**src/sv/rfd_pkg.sv**
```systemverilog
// shared types and constants for the remote frame decoder
package rfd_pkg;

  localparam int unsigned FRAME_BYTES = 16;
  localparam int unsigned CNT_W       = 5;

  localparam logic [7:0] HOLD_RESET = 8'd40;

  // switch positions that select a mode
  localparam logic [1:0] SW_UP  = 2'd1;
  localparam logic [1:0] SW_MID = 2'd3;

  localparam logic [1:0] MODE_FIRST  = 2'd0;
  localparam logic [1:0] MODE_SECOND = 2'd1;
  localparam logic [1:0] MODE_OTHER  = 2'd2;

  typedef logic [FRAME_BYTES-1:0][7:0] frame_t;

  typedef struct packed {
    logic [43:0]        stick_channels;
    logic [3:0]         switch_pair;
    logic signed [15:0] mouse_x;
    logic signed [15:0] mouse_y;
    logic signed [15:0] mouse_z;
    logic [15:0]        mouse_buttons;
    logic [15:0]        key_bits;
    logic [1:0]         input_mode;
    logic [1:0]         function_mode;
    logic [3:0]         recent_two_code;
    logic [5:0]         recent_three_code;
    logic [1:0]         held_switch;
  } result_t;

  function automatic logic [1:0] mode_of(input logic [1:0] sw);
    logic [1:0] m;
    unique case (sw)
      SW_UP:   m = MODE_FIRST;
      SW_MID:  m = MODE_SECOND;
      default: m = MODE_OTHER;
    endcase
    return m;
  endfunction

endpackage

```
**src/sv/rfd_fifo.sv**
```systemverilog
// small register queue used between the stages and at the output
module rfd_fifo import rfd_pkg::*; #(
  parameter int unsigned WIDTH = 8,
  parameter int unsigned DEPTH = 2
) (
  input  logic             clk,
  input  logic             rst_n,
  input  logic             wr_en,
  input  logic [WIDTH-1:0] wr_data,
  input  logic             rd_en,
  output logic [WIDTH-1:0] rd_data,
  output logic             full,
  output logic             empty
);

  localparam int unsigned PTR_W = (DEPTH > 1) ? $clog2(DEPTH) : 1;
  localparam int unsigned CNT_BITS = $clog2(DEPTH + 1);
  localparam logic [PTR_W-1:0] LAST_PTR = PTR_W'(DEPTH - 1);

  logic [WIDTH-1:0]    mem_r [DEPTH];
  logic [PTR_W-1:0]    wr_ptr_r, wr_ptr_nxt;
  logic [PTR_W-1:0]    rd_ptr_r, rd_ptr_nxt;
  logic [CNT_BITS-1:0] cnt_r, cnt_nxt;
  logic                do_wr, do_rd;

  assign full    = (cnt_r == CNT_BITS'(DEPTH));
  assign empty   = (cnt_r == '0);
  assign do_wr   = wr_en && !full;
  assign do_rd   = rd_en && !empty;
  assign rd_data = mem_r[rd_ptr_r];

  always_comb begin
    wr_ptr_nxt = wr_ptr_r;
    rd_ptr_nxt = rd_ptr_r;
    cnt_nxt    = cnt_r;
    if (do_wr) begin
      wr_ptr_nxt = (wr_ptr_r == LAST_PTR) ? '0 : wr_ptr_r + 1'b1;
    end
    if (do_rd) begin
      rd_ptr_nxt = (rd_ptr_r == LAST_PTR) ? '0 : rd_ptr_r + 1'b1;
    end
    if (do_wr && !do_rd) begin
      cnt_nxt = cnt_r + 1'b1;
    end else if (do_rd && !do_wr) begin
      cnt_nxt = cnt_r - 1'b1;
    end
  end

  always_ff @(posedge clk) begin
    if (!rst_n) begin
      wr_ptr_r <= '0;
      rd_ptr_r <= '0;
      cnt_r    <= '0;
    end else begin
      wr_ptr_r <= wr_ptr_nxt;
      rd_ptr_r <= rd_ptr_nxt;
      cnt_r    <= cnt_nxt;
    end
  end

  always_ff @(posedge clk) begin
    if (do_wr) begin
      mem_r[wr_ptr_r] <= wr_data;
    end
  end

endmodule

```
**src/sv/rfd_front.sv**
```systemverilog
// front end: gathers frame bytes and hands a complete frame on the last word
module rfd_front import rfd_pkg::*; (
  input  logic       clk,
  input  logic       rst_n,
  input  logic       byte_vld,
  input  logic [7:0] rx_byte,
  input  logic       frame_last,
  output logic       frame_push,
  output frame_t     frame_data
);

  frame_t           store_r;
  logic [CNT_W-1:0] cnt_r, cnt_nxt;
  logic             room;

  assign room       = (cnt_r < CNT_W'(FRAME_BYTES));
  assign frame_push = byte_vld && frame_last;

  // the last word goes straight into the frame handed on while there is room
  always_comb begin
    frame_data = store_r;
    if (room) begin
      frame_data[cnt_r[CNT_W-2:0]] = rx_byte;
    end
  end

  always_comb begin
    cnt_nxt = cnt_r;
    if (byte_vld) begin
      if (frame_last) begin
        cnt_nxt = '0;
      end else if (room) begin
        cnt_nxt = cnt_r + 1'b1;
      end
    end
  end

  always_ff @(posedge clk) begin
    if (!rst_n) begin
      cnt_r <= '0;
    end else begin
      cnt_r <= cnt_nxt;
    end
  end

  always_ff @(posedge clk) begin
    if (byte_vld && room) begin
      store_r[cnt_r[CNT_W-2:0]] <= rx_byte;
    end
  end

endmodule

```
**src/sv/rfd_back.sv**
```systemverilog
// back end: field decode and left switch history per frame
module rfd_back import rfd_pkg::*; #(
  parameter int unsigned HISTORY_DEPTH = 3
) (
  input  logic       clk,
  input  logic       rst_n,
  input  logic       frame_vld,
  input  frame_t     frame_data,
  input  logic       res_room,
  output logic       frame_take,
  output logic       res_push,
  output result_t    res,
  input  logic       cfg_wr_en,
  input  logic [7:0] cfg_wr_data
);

  localparam int unsigned TAP_N = HISTORY_DEPTH - 1;

  logic [1:0] hist_r [TAP_N];
  logic       first_r;
  logic [7:0] same_cnt_r, same_cnt_nxt;
  logic [1:0] held_r, held_nxt;
  logic [7:0] hold_frames_r;

  logic [1:0] s1, s2, prev;
  logic [7:0] d [FRAME_BYTES];

  assign frame_take = frame_vld && res_room;
  assign res_push   = frame_take;

  always_comb begin
    for (int i = 0; i < FRAME_BYTES; i++) begin
      d[i] = frame_data[i];
    end
  end

  assign s1 = d[5][7:6];
  assign s2 = d[5][5:4];
  // on the very first frame the history compares with itself
  assign prev = first_r ? s1 : hist_r[0];

  always_comb begin
    same_cnt_nxt = 8'd0;
    if (s1 == prev) begin
      same_cnt_nxt = (same_cnt_r == 8'hFF) ? same_cnt_r : same_cnt_r + 8'd1;
    end
    held_nxt = (same_cnt_nxt >= hold_frames_r) ? s1 : held_r;
  end

  always_comb begin
    res.stick_channels    = {d[5][3:0], d[4][7:1],
                             d[4][0], d[3], d[2][7:6],
                             d[2][5:0], d[1][7:3],
                             d[1][2:0], d[0]};
    res.switch_pair       = {s1, s2};
    res.mouse_x           = {d[7], d[6]};
    res.mouse_y           = {d[9], d[8]};
    res.mouse_z           = {d[11], d[10]};
    res.mouse_buttons     = {d[13], d[12]};
    res.key_bits          = {d[15], d[14]};
    res.input_mode        = mode_of(s2);
    res.function_mode     = mode_of(s1);
    res.recent_two_code   = {prev, s1};
    res.recent_three_code = {hist_r[TAP_N-1], prev, s1};
    res.held_switch       = held_nxt;
  end

  always_ff @(posedge clk) begin
    if (!rst_n) begin
      for (int i = 0; i < TAP_N; i++) begin
        hist_r[i] <= 2'd0;
      end
      first_r       <= 1'b1;
      same_cnt_r    <= 8'd0;
      held_r        <= 2'd0;
      hold_frames_r <= HOLD_RESET;
    end else begin
      if (cfg_wr_en) begin
        hold_frames_r <= cfg_wr_data;
      end
      if (frame_take) begin
        hist_r[0] <= s1;
        for (int i = 1; i < TAP_N; i++) begin
          hist_r[i] <= hist_r[i-1];
        end
        first_r    <= 1'b0;
        same_cnt_r <= same_cnt_nxt;
        held_r     <= held_nxt;
      end
    end
  end

endmodule

```
**src/sv/remote_frame_decoder_top.sv**
```systemverilog
// remote frame decoder top level: byte front end, frame queue, decoder, result queue
//
//  channel  | ports                                  | handshake
//  ---------+----------------------------------------+------------------------------
//  input    | in_rx_byte, in_frame_last              | push && !full takes a word
//  result   | out_* fields                           | !empty shows, pop takes it
//  config   | cfg_wr_data                            | cfg_wr_en writes hold_frames
//
// one input word per cycle while full is low; a frame's last word goes into a
// two-entry frame queue; the decoder moves it on once the result queue has room.
// full follows the frame queue, so input stalls only when two frames wait in
// the frame queue behind a full result queue. the result queue holds two words.
// reset is synchronous and clears counters, history and both queues.
module remote_frame_decoder_top import rfd_pkg::*; #(
  parameter int unsigned HISTORY_DEPTH = 3
) (
  input  logic               clk,
  input  logic               rst_n,
  input  logic [7:0]         in_rx_byte,
  input  logic               in_frame_last,
  input  logic               push,
  output logic               full,
  output logic [43:0]        out_stick_channels,
  output logic [3:0]         out_switch_pair,
  output logic signed [15:0] out_mouse_x,
  output logic signed [15:0] out_mouse_y,
  output logic signed [15:0] out_mouse_z,
  output logic [15:0]        out_mouse_buttons,
  output logic [15:0]        out_key_bits,
  output logic [1:0]         out_input_mode,
  output logic [1:0]         out_function_mode,
  output logic [3:0]         out_recent_two_code,
  output logic [5:0]         out_recent_three_code,
  output logic [1:0]         out_held_switch,
  output logic               empty,
  input  logic               pop,
  input  logic               cfg_wr_en,
  input  logic [7:0]         cfg_wr_data
);

  logic    byte_vld;
  logic    frame_push;
  frame_t  frame_in, frame_head;
  logic    mid_empty, mid_full;
  logic    frame_take;
  logic    res_push, res_full;
  result_t res_in, res_head;

  assign full     = mid_full;
  assign byte_vld = push && !mid_full;

  rfd_front u_front (
    .clk        (clk),
    .rst_n      (rst_n),
    .byte_vld   (byte_vld),
    .rx_byte    (in_rx_byte),
    .frame_last (in_frame_last),
    .frame_push (frame_push),
    .frame_data (frame_in)
  );

  rfd_fifo #(
    .WIDTH ($bits(frame_t)),
    .DEPTH (2)
  ) u_frame_q (
    .clk     (clk),
    .rst_n   (rst_n),
    .wr_en   (frame_push),
    .wr_data (frame_in),
    .rd_en   (frame_take),
    .rd_data (frame_head),
    .full    (mid_full),
    .empty   (mid_empty)
  );

  rfd_back #(
    .HISTORY_DEPTH (HISTORY_DEPTH)
  ) u_back (
    .clk         (clk),
    .rst_n       (rst_n),
    .frame_vld   (!mid_empty),
    .frame_data  (frame_head),
    .res_room    (!res_full),
    .frame_take  (frame_take),
    .res_push    (res_push),
    .res         (res_in),
    .cfg_wr_en   (cfg_wr_en),
    .cfg_wr_data (cfg_wr_data)
  );

  rfd_fifo #(
    .WIDTH ($bits(result_t)),
    .DEPTH (2)
  ) u_res_q (
    .clk     (clk),
    .rst_n   (rst_n),
    .wr_en   (res_push),
    .wr_data (res_in),
    .rd_en   (pop),
    .rd_data (res_head),
    .full    (res_full),
    .empty   (empty)
  );

  assign out_stick_channels    = res_head.stick_channels;
  assign out_switch_pair       = res_head.switch_pair;
  assign out_mouse_x           = res_head.mouse_x;
  assign out_mouse_y           = res_head.mouse_y;
  assign out_mouse_z           = res_head.mouse_z;
  assign out_mouse_buttons     = res_head.mouse_buttons;
  assign out_key_bits          = res_head.key_bits;
  assign out_input_mode        = res_head.input_mode;
  assign out_function_mode     = res_head.function_mode;
  assign out_recent_two_code   = res_head.recent_two_code;
  assign out_recent_three_code = res_head.recent_three_code;
  assign out_held_switch       = res_head.held_switch;

endmodule

```
**config.mk**
```make
export PLATFORM = sky130hd
export DESIGN_NAME = remote_frame_decoder_top
export DESIGN_NICKNAME = d
export VERILOG_FILES = /design/src/sv/rfd_pkg.sv /design/src/sv/rfd_fifo.sv /design/src/sv/rfd_front.sv /design/src/sv/rfd_back.sv /design/src/sv/remote_frame_decoder_top.sv
export SDC_FILE = /design/constraint.sdc
export NUM_CORES = 1
export LEC_CHECK = 0
export BUFFER_PORTS_ARGS = -buffer_cell sky130_fd_sc_hd__buf_2
export CAP_MARGIN = 0
export CORE_MARGIN = 10
export CORE_UTILIZATION = 57
export CTS_BUF_LIST = sky130_fd_sc_hd__clkbuf_4
export DETAILED_ROUTE_END_ITERATION = 8
export PLACE_DENSITY = 0.79
export SYNTH_ARGS = -nofsm -noshare
export SYNTH_HDL_FRONTEND = slang
export SYNTH_SLANG_ARGS = --single-unit
export TNS_END_PERCENT = 50
```
**constraint.sdc**
```tcl
create_clock -name clk -period 7.6 [get_ports clk]
set_input_delay 0.76 -clock clk [delete_from_list [all_inputs] [get_ports clk]]
set_output_delay 0.76 -clock clk [all_outputs]
set_load 0.005 [all_outputs]
```
# Word-level counts from Yosys, hierarchy flattened
# Memories as Yosys holds them, arrays and structs flattened. A register that Yosys moved wholly into a read port is not among the register bits.
# Cells that the tools add are included.
[word_totals]
regBits = 160
ram_bits = 548
inputBits = 22
out_inout_bits = 146
wordCells = 115
memories = 3
[op_classes]
add_sub_neg = 10
n_lt_le_gt_ge = 4
n_eq_ne = 8
n_mux = 34
bitwise_logic = 2
reduce_logical = 27
[memory_table]
columns = ["memory", "depth", "width", "read_ports", "rd_ports_with_merged_regs", "write_ports", "line_no", "rtl"]
rows = [
  ["u_res_q.mem_r", 2, 144, 1, 1, 1, "rfd_fifo.sv:20", "logic [WIDTH-1:0] mem_r [DEPTH];"],
  ["u_frame_q.mem_r", 2, 128, 1, 1, 1, "rfd_fifo.sv:20", ""],
  ["u_back.hist_r", 2, 2, 2, 0, 2, "rfd_back.sv:19", "logic [1:0] hist_r [TAP_N];"],
]
[op_table]
columns = ["cell", "count"]
rows = [
  ["128-bit bitwise mux", 1],
  ["128-bit 2-to-1 mux", 1],
  ["8-bit demux with 4-bit select", 1],
  ["8-bit 2-to-1 mux", 3],
  ["1-bit 2-to-1 mux", 16],
  ["2-bit 2-to-1 mux", 8],
  ["1-bit logical AND", 13],
  ["5-bit 2-to-1 mux", 2],
  ["8-bit by 1-bit adder with 8-bit output, second input constant", 1],
  ["2-bit equality test, second input constant", 4],
  ["8-bit equality test, second input constant", 1],
  ["8-bit greater-or-equal comparator", 1],
  ["1-bit logical NOT", 8],
  ["2-bit case mux with 2 select lines", 2],
  ["2-bit nonzero test", 3],
  ["5-bit by 1-bit adder with 5-bit output, second input constant", 1],
  ["4-bit by 5-bit less-than comparator with 1-bit output, second input constant", 1],
  ["5-bit less-than comparator, second input constant", 1],
  ["1-bit adder, second input constant", 4],
  ["2-bit by 1-bit adder with 2-bit output, second input constant", 2],
  ["2-bit by 1-bit equality test with 1-bit output, second input constant", 2],
  ["4-bit by 1-bit greater-or-equal comparator with 1-bit output, second input constant", 1],
  ["2-bit logical NOT", 2],
  ["2-bit by 1-bit subtractor with 2-bit output, second input constant", 2],
  ["3 further kinds", 4],
]

# Depth between registers and ports, before layout
[logic_depth]
ltp_word = 9
depth_mapped = 14
mapped_depth_nobuf = 12

# Cells and area by module
# From an unflattened synthesis, not the netlist that was laid out.
[unflattened]
cells_unflattened = 1705
area_unflattened_um2 = 30329.1
[modules_own_cells]
columns = ["module", "instances", "cells_per_inst", "area_per_inst_um2", "seq_area_each_um2"]
rows = [
  ["rfd_fifo (u_res_q)", 1, 473, 10859.2, 8748.4],
  ["rfd_fifo (u_frame_q)", 1, 423, 9505.4, 7787.5],
  ["rfd_front", 1, 505, 7498.4, 3943.8],
  ["rfd_back", 1, 301, 2444.8, 500.5],
  ["remote_frame_decoder_top", 1, 3, 21.3, 0.0],
]

# Least setup slack after synthesis
# No wires, ideal clock.
[synth_timing]
path_kind = "reg2reg"
from = "register u_res_q.cnt_r[0]"
to = "memory u_res_q.mem_r[0][0] in the netlist's numbering, enable pin"
setup_time_ns = 0.638
arrival_time_ns = 6.467
required_time_ns = 6.962
path_slack_ns = 0.496
path_stages_with_launch = 4
n_path_buf = 1
period_less_slack_ns = 7.104
cell_sequence = "dfxtp_1 o22ai_1 clkbuf_1 nor2_1"
[synth_between]
elab_chain_len = 6
[synth_rtl]
columns = ["element", "line_no", "rtl"]
rows = [
  ["from (decl)", "rfd_fifo.sv:23", "logic [CNT_BITS-1:0] cnt_r, cnt_nxt;"],
  ["from (signal assigned)", "rfd_fifo.sv:57", "cnt_r <= cnt_nxt;"],
  ["2-bit equality test *", "rfd_fifo.sv:26", "assign full = (cnt_r == CNT_BITS'(DEPTH));"],
  ["1-bit logical NOT *", "rfd_fifo.sv:28, remote_frame_decoder_top.sv:83", ""],
  ["1-bit logical AND", "rfd_back.sv:28", "assign frame_take = frame_vld && res_room;"],
  ["1-bit logical AND *", "rfd_fifo.sv:28", "assign do_wr = wr_en && !full;"],
  ["1-bit 2-to-1 mux *", "rfd_fifo.sv:62", "if (do_wr) begin"],
  ["1-bit 2-to-1 mux (implied by the code) *", "rfd_fifo.sv:63", "mem_r[wr_ptr_r] <= wr_data;"],
  ["to (decl)", "rfd_fifo.sv:20", ""],
]
# Mark *: on every way between the ends. The rest lies on a longest branch, timed or not.

==> results by group <==
Outcome
  • Status: complete, no violations

Clock network
  • Clk slew on worst S/H paths: 0.07 ns
  • Clk root buf: clkbuf_4
  • Deepest clock path buffer count: 3
  • # resized after CTS: 0
  • CTS tree: done
  • Clk Latency, worst-skew pair: 0.98 ns
  • Clock H-tree levels: 4
  • Num CTS Buffers: 170
  • Number of clock sinks: 698

Critical path
  • CP cell instances: mux2i_2 > inv_2 > xnor2_2 > a21oi_2 > a21oi_1 > ha_1 > nor2b_1 > o211a_1 > o31ai_1 > or3b_4 > mux2_4
  • Critical Path Fanout Max: 77
  • Crit path DAT: 5.25 ns
  • Critical path class: flip-flop to flip-flop
  • WP data required: 8.32 ns
  • Slowest-stage cell, CP: dfxtp_4
  • CP max stage delay: 1.11 ns
  • Worst Setup End Kind: flip-flop
  • Critical Path Start Type: flip-flop

Synthesis
  • EDFF count, synth: 664
  • XOR/XNOR Fraction of Synth Area: 0.5154%
  • Adder-Cell Fraction of Synth Area: 0.6608%
  • Number of synthesized register bits: 698
  • Synthesized Nets: 1582
  • Synth Area per Inst: 18.38 µm²
  • Mapped Cells: 1545
  • Cell variety after synth: 56
  • Ys Warns: 0
  • Mux cell area share after synthesis: 21.06%
  • FFs w/ async S/R, synth: 0%
  • Synth Cell Area: 28400 µm²
  • Simple-Gate Fraction of Synth Area: 2.449%
  • Synth Area in Compound Gates: 1.092%
  • Largest family of logic cells by synthesized area: multiplexers
  • Top FF cell, synth: edfxtp_1
  • Sequential area share after synthesis: 72.60%

STA
  • F_max: 220.7 MHz
  • RSZ-0062 raised after global routing: false
  • Setup-failing EPs final: 0
  • Setup TNS: 0 ns
  • Clock Skew: 0.04911 ns
  • Tightest Pin Transition: 1.204 ns
  • Crit path time final: 4.532 ns
  • Worst slew margin: 19.72%
  • Final max-slew violation count: 0
  • Hold slack: 0.1377 ns
  • Fin. Hold Viols: 0
  • Fin crit share: 59.63%

Routing
  • Drc violations: 0
  • Starting DRC count in detailed routing: 971
  • Vias per inst: 5.531
  • Post-route ant nets: 0
  • Via count: 14.40k
  • Detailed Routing Iterations Pass 1: 5
  • Final WL: 54130 µm
  • Wire length per cell: 20.79 µm

Floorplan
  • Initial Util: 57.79%
  • Num ports: 168
  • Height of the die: 243.2 µm
  • Die width: 243.2 µm
  • Rows: 81
  • Die footprint: 59160 µm²
  • Core box area: 49150 µm²

Final layout
  • Synth-to-Final Area Change: 12.79%
  • Final core occ: 65.18%
  • Most common cell after layout, fill and taps aside: edfxtp_1
  • Layout net count: 1853
  • Layout cell share with drive strength beyond 1: 49.20%
  • Most frequent cells in the layout: edfxtp_1, mux2_2, clkbuf_4

Power and ir drop
  • Peak supply drop: 0.0002108 V
  • Power per cell area: 348.4 nW/µm²
  • Pleak: 11.12 nW

Place
  • Hpwl dp: 32070 µm
  • Gpl congestion: 0.8051
  • Port Buf Inserts: 167

Global route
  • Gr usage total: 18.19%
  • Met2 GRT Util: 30.12%
  • Met3 usage: 5.623%
  • First-pass GRT wire length: 84070 µm
  • Total global routing overflow: 0
  • Vias in the first global route: 15.17k
  • Initial antenna violation count: 7
  • Grt met1 use: 22.05%
  • Largest net degree at the start of global routing: 98
  • Grt peak-use layer: met2

Job
  • MaxCap Viol Count: 0

Min path
  • Hold WC Path Type: input port to flip-flop
Yosys cell counts, types with 5 or more instances:
library cell,instances,share of area [%]
and2_1,7,0.15
nand2_1,24,0.32
mux2i_1,7,0.25
a21oi_1,14,0.25
nand3_1,11,0.19
clkbuf_1,52,0.69
mux2_2,486,19
buf_2,22,0.39
nand2b_1,6,0.13
and3_1,8,0.18
or3_1,5,0.11
nor2_1,39,0.52
nand4_1,5,0.11
ha_1,15,0.66
mux2_1,33,1.3
dfxtp_1,34,2.4
xor2_1,7,0.22
nor2b_1,5,0.11
buf_4,7,0.19
edfxtp_1,664,70
xnor2_1,6,0.19
o21ai_0,7,0.12
inv_1,17,0.22
per-layer routing:
metal / up-vias / routed length, µm
met5: - / 7
met3: 82 / 3125
met2: 409 / 27530
met4: 2 / 953
met1: 7254 / 22510
li1: 6655 / -
metrics by stage:
stage          cells  total power (W)  worst slack (ns)  instance area [µm²]
6_report        2604          0.01116             3.068                32040
5_1_grt         2602          0.01176             2.858                32030
4_1_cts         2597          0.01133             3.166                32020
3_5_place_dp    2300         0.008268             3.224                29810
3_3_place_gp    2300         0.008164             3.282                29810
2_1_floorplan   1545         0.007338            0.4955                28400
area by class of cell:
type	instances	area, µm²
Antenna cell	7	17.52
Clock buffer	238	1787
Clock inverter	51	340.3
Fill cell	3326	17120
Inverter	21	78.83
Multi-Input combinational cell	740	7351
Sequential cell	698	20630
Tap cell	664	830.8
Timing Repair Buffer	185	1003
repair_timing:
| item | 4_1_cts | 5_1_grt |
|---|---|---|
| setup buffers | 0 | 0 |
| endpoints found under the hold margin | 8 | 0 |
| hold buffers | 8 | 0 |
registers in the layout, summed over array words and instances, names as in the netlist, named ones only:
name / cells
u_frame_q.wr_ptr_r: 1
u_frame_q.mem_r: 256
u_back.hist_r: 4
u_back.first_r: 1
u_back.same_cnt_r: 8
u_back.hold_frames_r: 8
u_frame_q.cnt_r: 2
u_frame_q.rd_ptr_r: 1
u_front.store_r: 128
u_front.cnt_r: 5
u_res_q.rd_ptr_r: 1
u_back.held_r: 2
u_res_q.mem_r: 276
u_res_q.cnt_r: 2
u_res_q.wr_ptr_r: 1
worst max-delay path, delay by kind of cell (launching register included):
kind,cells,cell delay (ns)
mux,2,0.86
xor+xnor,1,0.17
flops,1,1.11
fa+ha+maj,1,0.34
compound gates,4,1.08
simple gates,2,0.60
buf+inv,1,0.12
kinds of logic after synthesis:
kind of cell,Yosys count
adders and majority gates,15
xor gates and xnor gates,15
buffers and inverters,107
DFF,698
AOI/OAI and AO/OA,47
muxes,530
and+or+nand+nor,133
power breakdown:
| group | internal [W] | leakage, nW | switching, W | total, W |
|---|---|---|---|---|
| Clock | 0.00161 | 1.26 | 0.00141 | 0.00302 |
| Sequential | 0.00535 | 6.46 | 0.000333 | 0.00568 |
| Combinational | 0.00119 | 3.40 | 0.00127 | 0.00246 |
| Total | 0.00814 | 11.1 | 0.00302 | 0.0112 |
worst paths after layout:
| kind | start | end | slack (ns) | cells past startpoint |
|---|---|---|---|---|
| worst min register to register | u_back.hist_r[0][2] | u_res_q.mem_r[0][6] | 0.46 | 0 |
| worst max-delay path | flip-flop | u_res_q.mem_r[1][0] | 3.07 | 11 |
| worst max register to register | flip-flop | u_res_q.mem_r[1][0] | 3.07 | 11 |
| worst min-delay path | rst_n | u_back.first_r | 0.14 | 2 |
Note: power is estimated with default switching activity, not from simulation.
